--- src/rtl/wavx_pkg.sv ---
// types and constants shared by the wav header and sample extractor
`timescale 1ns / 1ps
package wavx_pkg;

	typedef enum logic [1:0] {
		KIND_ACCEPT = 2'd0,
		KIND_ERROR  = 2'd1,
		KIND_SAMPLE = 2'd2,
		KIND_PAD    = 2'd3
	} kind_t;

	typedef enum logic [3:0] {
		ERR_NONE    = 4'd0,
		ERR_SHORT   = 4'd1,
		ERR_RIFF    = 4'd2,
		ERR_WAVE    = 4'd3,
		ERR_FMT     = 4'd4,
		ERR_FMT_LEN = 4'd5,
		ERR_RATE    = 4'd6,
		ERR_BITS    = 4'd7,
		ERR_DTAG    = 4'd8,
		ERR_ZBLOCK  = 4'd9,
		ERR_BLOCK   = 4'd10,
		ERR_CHANNEL = 4'd11
	} err_t;

	typedef enum logic [2:0] {
		PH_HDR  = 3'b001,
		PH_DATA = 3'b010,
		PH_STOP = 3'b100
	} phase_t;

	localparam logic [31:0] TAG_RIFF = 32'h4646_4952;
	localparam logic [31:0] TAG_WAVE = 32'h4556_4157;
	localparam logic [31:0] TAG_FMT  = 32'h2074_6D66;
	localparam logic [31:0] FMT_LEN  = 32'h0000_0010;

	localparam logic [31:0] RATE_MAX  = 32'd25938;
	localparam logic [31:0] RATE_MIN  = 32'd4224;
	localparam logic [31:0] RATE_LONG = 32'd13672;
	localparam logic [15:0] BITS_MAX  = 16'd32;

	localparam logic [31:0] SIGN_EXT16 = 32'hFFFF_0000;
	localparam logic [2:0]  BPS_16BIT  = 3'd2;

	// header byte positions
	localparam logic [5:0] IDX_RIFF   = 6'd3;
	localparam logic [5:0] IDX_WAVE   = 6'd11;
	localparam logic [5:0] IDX_FMT    = 6'd15;
	localparam logic [5:0] IDX_FMTLEN = 6'd19;
	localparam logic [5:0] IDX_CHAN   = 6'd23;
	localparam logic [5:0] IDX_RATE   = 6'd27;
	localparam logic [5:0] IDX_BLOCK  = 6'd33;
	localparam logic [5:0] IDX_BITS   = 6'd35;
	localparam logic [5:0] IDX_LAST   = 6'd43;
	localparam logic [5:0] IDX_DTAG_LO = 6'd36;
	localparam logic [5:0] IDX_DTAG_HI = 6'd40;

	typedef struct packed {
		logic accept;
		logic fail;
		err_t code;
	} hdr_evt_t;

	typedef struct packed {
		logic [15:0] channels;
		logic [14:0] rate;
		logic [15:0] block;
		logic [2:0]  bps;
		logic        long_frame;
	} hdr_info_t;

endpackage

--- src/rtl/wavx_if.sv ---
// handshake channels: byte input, result output and channel select write
`timescale 1ns / 1ps
interface wavx_in_if;
	logic       valid;
	logic       ready;
	logic [7:0] data_byte;
	logic       is_end;
	modport source (output valid, data_byte, is_end, input ready);
	modport sink (input valid, data_byte, is_end, output ready);
endinterface

interface wavx_out_if;
	logic               valid;
	logic               ready;
	logic [1:0]         result_kind;
	logic [3:0]         error_code;
	logic [9:0]         frame_length;
	logic [15:0]        channel_count;
	logic [14:0]        sample_rate;
	logic signed [31:0] sample_value;
	logic [8:0]         sample_position;
	logic               frame_last;
	logic [8:0]         pad_count;
	modport source (output valid, result_kind, error_code, frame_length, channel_count,
		sample_rate, sample_value, sample_position, frame_last, pad_count, input ready);
	modport sink (input valid, result_kind, error_code, frame_length, channel_count,
		sample_rate, sample_value, sample_position, frame_last, pad_count, output ready);
endinterface

interface wavx_cfg_if;
	logic       valid;
	logic       ready;
	logic [7:0] selected_channel;
	modport source (output valid, selected_channel, input ready);
	modport sink (input valid, selected_channel, output ready);
endinterface

--- src/rtl/wav_header_and_sample_extractor.sv ---
// Takes a WAV file one byte per word and checks its 44-byte PCM header, then returns
// one sample of the selected channel per complete block. A new word is accepted in
// every cycle while the output is not stalled; a word passes an input register and
// its result, if any, then lands in the result register. Input ready falls only while
// that result register holds a word that the sink has not taken. After a header error
// or the end word the block ignores all input until reset.
`timescale 1ns / 1ps
module wav_header_and_sample_extractor
	import wavx_pkg::*;
#(
	parameter int LONG_FRAME  = 512,
	parameter int SHORT_FRAME = 128
) (
	input  logic         clk,
	input  logic         arst_n,
	wavx_cfg_if.sink     cfg,
	wavx_in_if.sink      byte_in,
	wavx_out_if.source   result_out
);

	logic [7:0]  sel_q;
	logic        v_s1;
	logic [7:0]  byte_s1;
	logic        end_s1;
	phase_t      phase_q;
	logic        res_v_q;

	logic        advance;
	logic        hdr_byte;
	logic        hdr_end;
	logic        dat_byte;
	logic        dat_end;
	logic        pad_fire;
	logic        res_fire;
	hdr_evt_t    evt;
	hdr_info_t   info;

	logic        smp_fire;
	logic [31:0] smp_value;
	logic [8:0]  smp_pos;
	logic        smp_last;
	logic        smp_pos_nz;
	logic [9:0]  smp_flen;
	logic [8:0]  smp_pad;

	kind_t       kind_n;
	err_t        code_n;
	logic [9:0]  flen_n;
	logic [15:0] chan_n;
	logic [14:0] rate_n;
	logic [31:0] value_n;
	logic [8:0]  pos_n;
	logic        last_n;
	logic [8:0]  pad_n;

	assign cfg.ready     = 1'b1;
	assign advance       = v_s1 && (!res_v_q || result_out.ready);
	assign byte_in.ready = !v_s1 || advance;

	assign hdr_byte = advance && phase_q == PH_HDR && !end_s1;
	assign hdr_end  = advance && phase_q == PH_HDR && end_s1;
	assign dat_byte = advance && phase_q == PH_DATA && !end_s1;
	assign dat_end  = advance && phase_q == PH_DATA && end_s1;
	assign pad_fire = dat_end && smp_pos_nz;
	assign res_fire = evt.accept || evt.fail || smp_fire || pad_fire;

	wavx_hdr u_hdr (
		.clk       (clk),
		.arst_n    (arst_n),
		.step_byte (hdr_byte),
		.step_end  (hdr_end),
		.data_byte (byte_s1),
		.sel_ch    (sel_q),
		.evt       (evt),
		.info      (info)
	);

	wavx_smp #(
		.LONG_FRAME  (LONG_FRAME),
		.SHORT_FRAME (SHORT_FRAME)
	) u_smp (
		.clk          (clk),
		.arst_n       (arst_n),
		.start        (evt.accept),
		.step         (dat_byte),
		.data_byte    (byte_s1),
		.sel_ch       (sel_q),
		.info         (info),
		.fire         (smp_fire),
		.value        (smp_value),
		.position     (smp_pos),
		.last         (smp_last),
		.pos_nz       (smp_pos_nz),
		.frame_length (smp_flen),
		.pad          (smp_pad)
	);

	// channel select register
	always_ff @(posedge clk or negedge arst_n) begin
		if (!arst_n) begin
			sel_q <= '0;
		end else if (cfg.valid) begin
			sel_q <= cfg.selected_channel;
		end
	end

	// input register
	always_ff @(posedge clk or negedge arst_n) begin
		if (!arst_n) begin
			v_s1 <= 1'b0;
		end else if (byte_in.ready) begin
			v_s1 <= byte_in.valid;
		end
	end

	always_ff @(posedge clk) begin
		if (byte_in.valid && byte_in.ready) begin
			byte_s1 <= byte_in.data_byte;
			end_s1  <= byte_in.is_end;
		end
	end

	always_ff @(posedge clk or negedge arst_n) begin
		if (!arst_n) begin
			phase_q <= PH_HDR;
		end else begin
			unique case (phase_q)
				PH_HDR: begin
					if (evt.fail) begin
						phase_q <= PH_STOP;
					end else if (evt.accept) begin
						phase_q <= PH_DATA;
					end
				end
				PH_DATA: begin
					if (dat_end) begin
						phase_q <= PH_STOP;
					end
				end
				PH_STOP: begin
					phase_q <= PH_STOP;
				end
				default: begin
					phase_q <= PH_STOP;
				end
			endcase
		end
	end

	// result word contents
	always_comb begin
		kind_n  = KIND_ACCEPT;
		code_n  = ERR_NONE;
		flen_n  = '0;
		chan_n  = '0;
		rate_n  = '0;
		value_n = '0;
		pos_n   = '0;
		last_n  = 1'b0;
		pad_n   = '0;
		priority if (evt.accept) begin
			flen_n = smp_flen;
			chan_n = info.channels;
			rate_n = info.rate;
		end else if (evt.fail) begin
			kind_n = KIND_ERROR;
			code_n = evt.code;
		end else if (smp_fire) begin
			kind_n  = KIND_SAMPLE;
			value_n = smp_value;
			pos_n   = smp_pos;
			last_n  = smp_last;
		end else begin
			kind_n = KIND_PAD;
			pad_n  = smp_pad;
		end
	end

	// result register
	always_ff @(posedge clk or negedge arst_n) begin
		if (!arst_n) begin
			res_v_q <= 1'b0;
		end else if (res_fire) begin
			res_v_q <= 1'b1;
		end else if (result_out.ready) begin
			res_v_q <= 1'b0;
		end
	end

	always_ff @(posedge clk) begin
		if (res_fire) begin
			result_out.result_kind     <= kind_n;
			result_out.error_code      <= code_n;
			result_out.frame_length    <= flen_n;
			result_out.channel_count   <= chan_n;
			result_out.sample_rate     <= rate_n;
			result_out.sample_value    <= value_n;
			result_out.sample_position <= pos_n;
			result_out.frame_last      <= last_n;
			result_out.pad_count       <= pad_n;
		end
	end

	assign result_out.valid = res_v_q;

	a_stop_silent: assert property (@(posedge clk) disable iff (!arst_n)
		phase_q == PH_STOP |-> !res_fire)
		else $error("result produced after stop");

	a_no_overwrite: assert property (@(posedge clk) disable iff (!arst_n)
		res_fire |-> (!res_v_q || result_out.ready))
		else $error("result register overwritten");

	a_hdr_only: assert property (@(posedge clk) disable iff (!arst_n)
		(evt.accept || evt.fail) |-> phase_q == PH_HDR)
		else $error("header event outside header phase");

	a_smp_only: assert property (@(posedge clk) disable iff (!arst_n)
		smp_fire |-> phase_q == PH_DATA && !evt.accept)
		else $error("sample outside data phase");

	a_accept_enters_data: assert property (@(posedge clk) disable iff (!arst_n)
		evt.accept |=> phase_q == PH_DATA)
		else $error("accept did not enter data phase");

endmodule

--- src/rtl/wavx_hdr.sv ---
// header parser: byte counter, field shift register and header checks
`timescale 1ns / 1ps
module wavx_hdr
	import wavx_pkg::*;
(
	input  logic      clk,
	input  logic      arst_n,
	input  logic      step_byte,
	input  logic      step_end,
	input  logic [7:0] data_byte,
	input  logic [7:0] sel_ch,
	output hdr_evt_t  evt,
	output hdr_info_t info
);

	logic [5:0]  cnt_q;
	logic [31:0] shift_q;
	logic [15:0] chan_q;
	logic [14:0] rate_q;
	logic [15:0] block_q;
	logic [2:0]  bps_q;
	logic        long_q;

	logic [31:0] shift_n;
	logic [15:0] half;
	logic [11:0] need;
	logic        fail_b;
	logic        acc_b;
	err_t        code_b;

	assign shift_n = {data_byte, shift_q[31:8]};
	assign half    = shift_n[31:16];
	assign need    = (12'(sel_ch) + 12'd1) * 12'(bps_q);

	always_comb begin
		fail_b = 1'b0;
		acc_b  = 1'b0;
		code_b = ERR_NONE;
		unique case (cnt_q)
			IDX_RIFF: begin
				if (shift_n != TAG_RIFF) begin
					fail_b = 1'b1;
					code_b = ERR_RIFF;
				end
			end
			IDX_WAVE: begin
				if (shift_n != TAG_WAVE) begin
					fail_b = 1'b1;
					code_b = ERR_WAVE;
				end
			end
			IDX_FMT: begin
				if (shift_n != TAG_FMT) begin
					fail_b = 1'b1;
					code_b = ERR_FMT;
				end
			end
			IDX_FMTLEN: begin
				if (shift_n != FMT_LEN) begin
					fail_b = 1'b1;
					code_b = ERR_FMT_LEN;
				end
			end
			IDX_RATE: begin
				if (shift_n > RATE_MAX || shift_n < RATE_MIN) begin
					fail_b = 1'b1;
					code_b = ERR_RATE;
				end
			end
			IDX_BITS: begin
				if (half[2:0] != 3'd0 || half > BITS_MAX) begin
					fail_b = 1'b1;
					code_b = ERR_BITS;
				end
			end
			IDX_LAST: begin
				priority if (block_q == 16'd0) begin
					fail_b = 1'b1;
					code_b = ERR_ZBLOCK;
				end else if (block_q < 16'(need)) begin
					fail_b = 1'b1;
					code_b = ERR_BLOCK;
				end else if (16'(sel_ch) >= chan_q) begin
					fail_b = 1'b1;
					code_b = ERR_CHANNEL;
				end else begin
					acc_b = 1'b1;
				end
			end
			default: begin
				fail_b = 1'b0;
			end
		endcase
	end

	always_comb begin
		evt.accept = step_byte && acc_b;
		evt.fail   = (step_byte && fail_b) || step_end;
		if (step_end) begin
			evt.code = (cnt_q >= IDX_DTAG_LO && cnt_q < IDX_DTAG_HI) ? ERR_DTAG : ERR_SHORT;
		end else begin
			evt.code = code_b;
		end
	end

	assign info.channels   = chan_q;
	assign info.rate       = rate_q;
	assign info.block      = block_q;
	assign info.bps        = bps_q;
	assign info.long_frame = long_q;

	always_ff @(posedge clk or negedge arst_n) begin
		if (!arst_n) begin
			cnt_q   <= '0;
			shift_q <= '0;
			chan_q  <= '0;
			rate_q  <= '0;
			block_q <= '0;
			bps_q   <= '0;
			long_q  <= 1'b0;
		end else if (step_byte) begin
			cnt_q   <= cnt_q + 6'd1;
			shift_q <= shift_n;
			if (cnt_q == IDX_CHAN) begin
				chan_q <= half;
			end
			if (cnt_q == IDX_RATE) begin
				rate_q <= shift_n[14:0];
				long_q <= shift_n > RATE_LONG;
			end
			if (cnt_q == IDX_BLOCK) begin
				block_q <= half;
			end
			if (cnt_q == IDX_BITS) begin
				bps_q <= half[5:3];
			end
		end
	end

endmodule

--- src/rtl/wavx_smp.sv ---
// sample gatherer: block byte counter, sample bytes and frame position
`timescale 1ns / 1ps
module wavx_smp
	import wavx_pkg::*;
#(
	parameter int LONG_FRAME  = 512,
	parameter int SHORT_FRAME = 128
) (
	input  logic        clk,
	input  logic        arst_n,
	input  logic        start,
	input  logic        step,
	input  logic [7:0]  data_byte,
	input  logic [7:0]  sel_ch,
	input  hdr_info_t   info,
	output logic        fire,
	output logic [31:0] value,
	output logic [8:0]  position,
	output logic        last,
	output logic        pos_nz,
	output logic [9:0]  frame_length,
	output logic [8:0]  pad
);

	localparam int MAX_FRAME = (LONG_FRAME > SHORT_FRAME) ? LONG_FRAME : SHORT_FRAME;
	localparam int LEN_W     = $clog2(MAX_FRAME + 1);
	localparam int POS_W     = (MAX_FRAME > 1) ? $clog2(MAX_FRAME) : 1;
	localparam logic [LEN_W-1:0] LEN_LONG  = LEN_W'(LONG_FRAME);
	localparam logic [LEN_W-1:0] LEN_SHORT = LEN_W'(SHORT_FRAME);

	logic [15:0]      kcnt_q;
	logic [31:0]      acc_q;
	logic [POS_W-1:0] pos_q;

	logic [9:0]       first;
	logic [16:0]      diff;
	logic             hit;
	logic [31:0]      acc_n;
	logic [15:0]      kcnt_n;
	logic [LEN_W-1:0] len;
	logic [LEN_W-1:0] pos_inc;

	assign first  = 10'(sel_ch) * 10'(info.bps);
	assign diff   = {1'b0, kcnt_q} - 17'(first);
	assign hit    = !diff[16] && diff[15:0] < 16'(info.bps);
	assign acc_n  = hit ? (acc_q | (32'(data_byte) << {diff[1:0], 3'b000})) : acc_q;
	assign kcnt_n = kcnt_q + 16'd1;
	assign fire   = step && kcnt_n == info.block;

	assign value = (info.bps == BPS_16BIT && acc_n[15]) ? (acc_n | SIGN_EXT16) : acc_n;

	assign len          = info.long_frame ? LEN_LONG : LEN_SHORT;
	assign pos_inc      = LEN_W'(pos_q) + LEN_W'(1);
	assign last         = pos_inc >= len;
	assign position     = 9'(pos_q);
	assign pos_nz       = pos_q != '0;
	assign frame_length = 10'(len);
	assign pad          = 9'(len - LEN_W'(pos_q));

	always_ff @(posedge clk or negedge arst_n) begin
		if (!arst_n) begin
			kcnt_q <= '0;
			acc_q  <= '0;
			pos_q  <= '0;
		end else if (start) begin
			kcnt_q <= '0;
			acc_q  <= '0;
			pos_q  <= '0;
		end else if (step) begin
			if (fire) begin
				kcnt_q <= '0;
				acc_q  <= '0;
				pos_q  <= last ? '0 : POS_W'(pos_inc);
			end else begin
				kcnt_q <= kcnt_n;
				acc_q  <= acc_n;
			end
		end
	end

endmodule
--- src/flat_wrapper.sv ---
// flat-port wrapper written by rule: the top's interface ports become plain ports
module wav_header_and_sample_extractor_flat import wavx_pkg::*;
#(
	parameter int LONG_FRAME  = 512,
	parameter int SHORT_FRAME = 128
)
  (clk, arst_n, cfg_valid, cfg_selected_channel, cfg_ready, byte_in_valid, byte_in_data_byte, byte_in_is_end, byte_in_ready, result_out_valid, result_out_result_kind, result_out_error_code, result_out_frame_length, result_out_channel_count, result_out_sample_rate, result_out_sample_value, result_out_sample_position, result_out_frame_last, result_out_pad_count, result_out_ready);
  wavx_cfg_if cfg_i ();
  wavx_in_if byte_in_i ();
  wavx_out_if result_out_i ();
  input  logic clk;
  input  logic arst_n;
  input wire logic [$bits(cfg_i.valid)-1:0] cfg_valid;
  input wire logic [$bits(cfg_i.selected_channel)-1:0] cfg_selected_channel;
  output wire logic [$bits(cfg_i.ready)-1:0] cfg_ready;
  input wire logic [$bits(byte_in_i.valid)-1:0] byte_in_valid;
  input wire logic [$bits(byte_in_i.data_byte)-1:0] byte_in_data_byte;
  input wire logic [$bits(byte_in_i.is_end)-1:0] byte_in_is_end;
  output wire logic [$bits(byte_in_i.ready)-1:0] byte_in_ready;
  output wire logic [$bits(result_out_i.valid)-1:0] result_out_valid;
  output wire logic [$bits(result_out_i.result_kind)-1:0] result_out_result_kind;
  output wire logic [$bits(result_out_i.error_code)-1:0] result_out_error_code;
  output wire logic [$bits(result_out_i.frame_length)-1:0] result_out_frame_length;
  output wire logic [$bits(result_out_i.channel_count)-1:0] result_out_channel_count;
  output wire logic [$bits(result_out_i.sample_rate)-1:0] result_out_sample_rate;
  output wire logic [$bits(result_out_i.sample_value)-1:0] result_out_sample_value;
  output wire logic [$bits(result_out_i.sample_position)-1:0] result_out_sample_position;
  output wire logic [$bits(result_out_i.frame_last)-1:0] result_out_frame_last;
  output wire logic [$bits(result_out_i.pad_count)-1:0] result_out_pad_count;
  input wire logic [$bits(result_out_i.ready)-1:0] result_out_ready;
  assign cfg_i.valid = cfg_valid;
  assign cfg_i.selected_channel = cfg_selected_channel;
  assign cfg_ready = cfg_i.ready;
  assign byte_in_i.valid = byte_in_valid;
  assign byte_in_i.data_byte = byte_in_data_byte;
  assign byte_in_i.is_end = byte_in_is_end;
  assign byte_in_ready = byte_in_i.ready;
  assign result_out_valid = result_out_i.valid;
  assign result_out_result_kind = result_out_i.result_kind;
  assign result_out_error_code = result_out_i.error_code;
  assign result_out_frame_length = result_out_i.frame_length;
  assign result_out_channel_count = result_out_i.channel_count;
  assign result_out_sample_rate = result_out_i.sample_rate;
  assign result_out_sample_value = result_out_i.sample_value;
  assign result_out_sample_position = result_out_i.sample_position;
  assign result_out_frame_last = result_out_i.frame_last;
  assign result_out_pad_count = result_out_i.pad_count;
  assign result_out_i.ready = result_out_ready;
  wav_header_and_sample_extractor #(.LONG_FRAME(LONG_FRAME), .SHORT_FRAME(SHORT_FRAME)) u_core (.clk(clk), .arst_n(arst_n), .cfg(cfg_i), .byte_in(byte_in_i), .result_out(result_out_i));
endmodule
--- config.mk ---
export PLATFORM = sky130hd
export DESIGN_NAME = wav_header_and_sample_extractor_flat
export DESIGN_NICKNAME = d
export VERILOG_FILES = /design/src/rtl/wavx_pkg.sv /design/src/rtl/wavx_if.sv /design/src/rtl/wav_header_and_sample_extractor.sv /design/src/rtl/wavx_hdr.sv /design/src/rtl/wavx_smp.sv /design/src/flat_wrapper.sv
export SDC_FILE = /design/constraint.sdc
export NUM_CORES = 1
export LEC_CHECK = 0
export ABC_CLOCK_PERIOD_IN_PS = 6450
export BUFFER_PORTS_ARGS = -buffer_cell sky130_fd_sc_hd__buf_2
export CORE_MARGIN = 2
export CORE_UTILIZATION = 50
export CTS_BUF_LIST = sky130_fd_sc_hd__clkbuf_8
export DETAILED_ROUTE_END_ITERATION = 6
export GPL_ROUTABILITY_DRIVEN = 0
export PLACE_DENSITY = 0.71
export SYNTH_ARGS = -nofsm -noshare
export SYNTH_HDL_FRONTEND = slang
export SYNTH_SLANG_ARGS = --single-unit
--- constraint.sdc ---
create_clock -name clk -period 6.45 [get_ports clk]
set_clock_uncertainty 0.15 [all_clocks]
set_input_delay 0.3225 -clock clk [delete_from_list [all_inputs] [get_ports clk]]
set_output_delay 0.3225 -clock clk [all_outputs]
set_load 0.05 [all_outputs]
==> load_flow_metrics.sql <==
INSERT INTO impl_metrics (metric_group, metric, value, unit) VALUES
('final_layout', 'area_of_combinational_cells_with_multiple_inputs', '6694', 'um^2'),
('setup_path', 'end_kind', 'flip-flop', ''),
('drt', 'route.detailed.drc', '0', ''),
('final_layout', 'finish.instance_area', '16020', 'um^2'),
('hold_path', 'min_path_type', 'in -> reg', ''),
('power', 'powerDensity', '199.7', 'nW/um^2'),
('yosys', 'synthesis.yosys.warnings', '0', ''),
('sta', 'timing.slew.headroom', '-22.86', '%'),
('yosys', 'synth_xor_xnor_area_share', '3.433', '%'),
('final_layout', 'drive_above_1_share', '19.77', '%'),
('drt', 'drt_first_iter_violations', '1010', ''),
('final_layout', 'num_antenna_cells', '0', ''),
('global_route', 'grt_max_degree', '91', ''),
('power', 'power', '3.198', 'mW'),
('yosys', 'synth_compound_area_share', '11.45', '%'),
('final_layout', 'layout-area-overhead-vs-synth', '14.15', '%'),
('run', 'max_cap_viol_count', '1', ''),
('floorplan', 'io_pins', '123', ''),
('sta', 'fin_crit', '5.982', 'ns'),
('yosys', 'ys_seq_elements', '250', ''),
('yosys', 'synth_edf_count', '99', ''),
('yosys', 'syn_area', '14030', 'um^2'),
('setup_path', 'critical_path.startpoint_type', 'flip-flop', ''),
('final_layout', 'finish.cell_count_without_fillers', '1885', ''),
('sta', 'setup_slack', '0.4683', 'ns'),
('place', 'dp.final_hpwl', '23260', 'um'),
('power', 'power_frac_clock', '44.2', '%'),
('drt', 'firstDrtPassIters', '6', ''),
('final_layout', 'regArea', '6753', 'um^2'),
('place', 'placed_cells_incl_taps', '1783', ''),
('final_layout', 'finish.net_count', '1576', ''),
('hold_path', 'hold_path_depth', '2', ''),
('sta', 'transition_time_at_the_pin_with_the_least_slew_margin', '1.830', 'ns'),
('status', 'violations', 'capacitance limit, slew limit', ''),
('yosys', 'largest_family_of_logic_cells_by_synthesized_area', 'simple AND/OR/NAND/NOR gates', ''),
('setup_path', 'ff2ff_path_depth', '22', ''),
('clock_network', 'cts.reportedPaths.clkPinSlew', '0.07', 'ns'),
('sta', 'max_freq', '167.2', 'MHz'),
('setup_path', 'timing_worst_setup_path_type', 'reg -> reg', ''),
('clock_network', 'clock_network_latency_to_the_later_pin_of_the_worst_skew_pair', '0.54', 'ns'),
('final_layout', 'layout.filler_cells', '2362', ''),
('yosys', 'yosys.area_share.adder', '7.812', '%'),
('yosys', 'simple_gate_share_of_the_synthesized_area', '17.28', '%'),
('floorplan', 'die-area', '29420', 'um^2'),
('global_route', 'vias_in_the_first_global_route', '10573', ''),
('yosys', 'postSynth.asyncResetShare', '60.40', '%'),
('power', 'internal_power', '2.477', 'mW'),
('status', 'status', 'finished, violations left', ''),
('drt', 'post_drt_via_cell_ratio', '5.871', ''),
('sta', 'number_of_setup_violations_in_the_final_report', '0', ''),
('sta', 'rsz0062_at_grt', 'no', ''),
('power', 'leakage_power', '6.704', 'nW'),
('drt', 'totalWireLength', '34520', 'um'),
('yosys', 'synth.mux.area_fraction', '6.795', '%'),
('setup_path', 'crit_arrival', '6.10', 'ns'),
('floorplan', 'dieHeight', '171.5', 'um'),
('sta', 'hold_slack', '0.03806', 'ns'),
('global_route', 'grt_overflow', '0', ''),
('power', 'switching_share', '22.54', '%'),
('global_route', 'gr-usage-all-layers', '23.03', '%'),
('sta', 'slew_viol_final', '9', ''),
('yosys', 'synth_ff_type', 'dfrtp_1', ''),
('power', 'netSwitchingPower', '0.7206', 'mW'),
('yosys', 'avgSynthCellArea', '10.35', 'um^2'),
('yosys', 'synth.yosys.seq_area_share', '48.13', '%'),
('place', 'pre_cts_slack', '0.04439', 'ns'),
('floorplan', 'placementRows', '61', ''),
('sta', 'final_period_utilization', '92.74', '%'),
('clock_network', 'clk_path_buf_depth', '3', ''),
('setup_path', 'critPathMaxFanout', '11', ''),
('yosys', 'postSynthCellCount', '1356', '');
power by group through the flow:
stage                     Combinational [mW]  Clock (mW)  Sequential [mW]
after floorplan                       0.0625           0             1.69
after global placement                0.0953           0             1.70
after detailed placement              0.0966           0             1.70
after CTS                              0.108        1.44             1.67
after global routing                   0.120        1.51             1.67
final                                  0.109        1.41             1.67
Yosys cell counts, drive strengths merged (8+ instances only):
library cell,n
nand2,108
nor4b,11
xnor2,38
o21ai,49
inv,78
a21o,8
nor2,103
nand4,43
dfrtp,150
edfxtp,99
buf,23
clkbuf,70
o311ai,9
a21oi,66
mux2,82
fa,16
nand3,38
nor2b,12
nand2b,14
o2111ai,8
a31oi,34
ha,62
xor2,17
nor3,25
or4,8
o21a,16
and2,11
nor4,22
or3,10
and3,32
repair_timing:
action                     4_1_cts  5_1_grt
gates resized for setup          0        6
setup endpoints to repair        0       90
hold buffers                    23        0
hold endpoints to repair        88        0
sequential cells by signal, summed over array words and instances, names as in the netlist, 9 cells and up:
name	cells
u_core.u_hdr.block_q	16
u_core.u_smp.kcnt_q	16
u_core.u_smp.acc_q	32
u_core.u_hdr.rate_q	15
u_core.u_hdr.chan_q	16
u_core.result_out.sample_position	9
u_core.result_out.sample_rate	15
u_core.result_out.pad_count	9
u_core.u_hdr.shift_q	24
u_core.u_smp.position	9
u_core.result_out.channel_count	16
u_core.result_out.sample_value	32
final timing paths:
| check | slack [ns] | startpoint | endpoint |
|---|---|---|---|
| max | 0.47 | u_core.sel_q[0] | u_core.result_out.error_code[0] |
| min | 0.04 | cfg_valid | u_core.sel_q[1] |
| max reg2reg | 0.47 | u_core.sel_q[0] | u_core.result_out.error_code[0] |
| min reg2reg | 0.33 | u_core.phase_q[2] | u_core.phase_q[0] |
| max in group asynchronous | 4.41 | arst_n | u_core.sel_q[6] |
| min in group asynchronous | 0.21 | arst_n | u_core.u_smp.position[2] |
area by class of cell:
| type | instances | share of cell area, % |
|---|---|---|
| Sequential cell | 250 | 42.16 |
| Multi-Input combinational cell | 948 | 41.79 |
| Timing Repair Buffer | 158 | 6.039 |
| Clock buffer | 47 | 4.039 |
| Tap cell | 378 | 2.953 |
| Inverter | 78 | 1.828 |
| Clock inverter | 26 | 1.187 |
cell usage in the layout, fill, tap and decap left out, types with 9 or more instances in the layout:
cell | Yosys | routed
buf_2 | 8 | 112
a31oi_1 | 34 | 34
ha_1 | 62 | 62
buf_4 | 12 | 22
nor2b_1 | 12 | 12
edfxtp_1 | 99 | 99
and3_1 | 32 | 32
nor4b_1 | 11 | 11
dlygate4sd3_1 | 0 | 23
inv_1 | 77 | 88
nand2b_1 | 14 | 14
o21ai_0 | 49 | 49
or3_1 | 10 | 10
and2_1 | 10 | 10
xor2_1 | 17 | 17
o311ai_0 | 9 | 9
xnor2_1 | 38 | 38
nor3_1 | 25 | 24
nor2_1 | 103 | 103
dfrtp_1 | 150 | 150
clkbuf_8 | 0 | 47
a21oi_1 | 66 | 66
conb_1 | 2 | 9
nor4_1 | 20 | 18
o21a_1 | 16 | 16
mux2_2 | 82 | 82
fa_1 | 16 | 16
nand3_1 | 38 | 37
nand4_1 | 43 | 43
nand2_1 | 108 | 108
routing by layer:
| layer | vias to the layer above | track usage, % | wire [um] | share of wire [%] |
|---|---|---|---|---|
| met4 | 0 | 7.406 | 819 | 2.4 |
| li1 | 5159 | - | - | - |
| met5 | - | 0 | 0 | 0 |
| met2 | 434 | 36.84 | 15920 | 46 |
| met3 | 72 | 4.142 | 2448 | 7.1 |
| met1 | 5402 | 31.89 | 15330 | 44 |
cell families (layout without fill, tap and decap cells):
family                     count (synthesis)  in the layout
AOI/OAI and AO/OA                        248            248
xor gates and xnor gates                  55             55
adders and majority gates                 78             78
buffers and inverters                    171            309
DFF                                      250            250
muxes                                     85             85
other                                      2              9
and+or+nand+nor                          467            473
critical path, stage by stage (launching register included):
cell	delay, ns
dfrtp_1	0.48
ha_1	0.25
xor2_1	0.29
nand2_1	0.12
fa_1	0.58
inv_1	0.05
ha_1	0.28
a21o_1	0.18
a21oi_1	0.22
o21ai_0	0.12
a21oi_1	0.22
o21bai_1	0.09
a21oi_1	0.23
nor2_1	0.09
a211oi_1	0.23
ha_1	0.20
and4_1	0.20
a41oi_1	0.16
and2_1	0.22
o31ai_1	0.34
a41o_2	0.34
nand3_4	0.17
or2_2	0.47
Note: power is estimated with default switching activity, not from simulation.
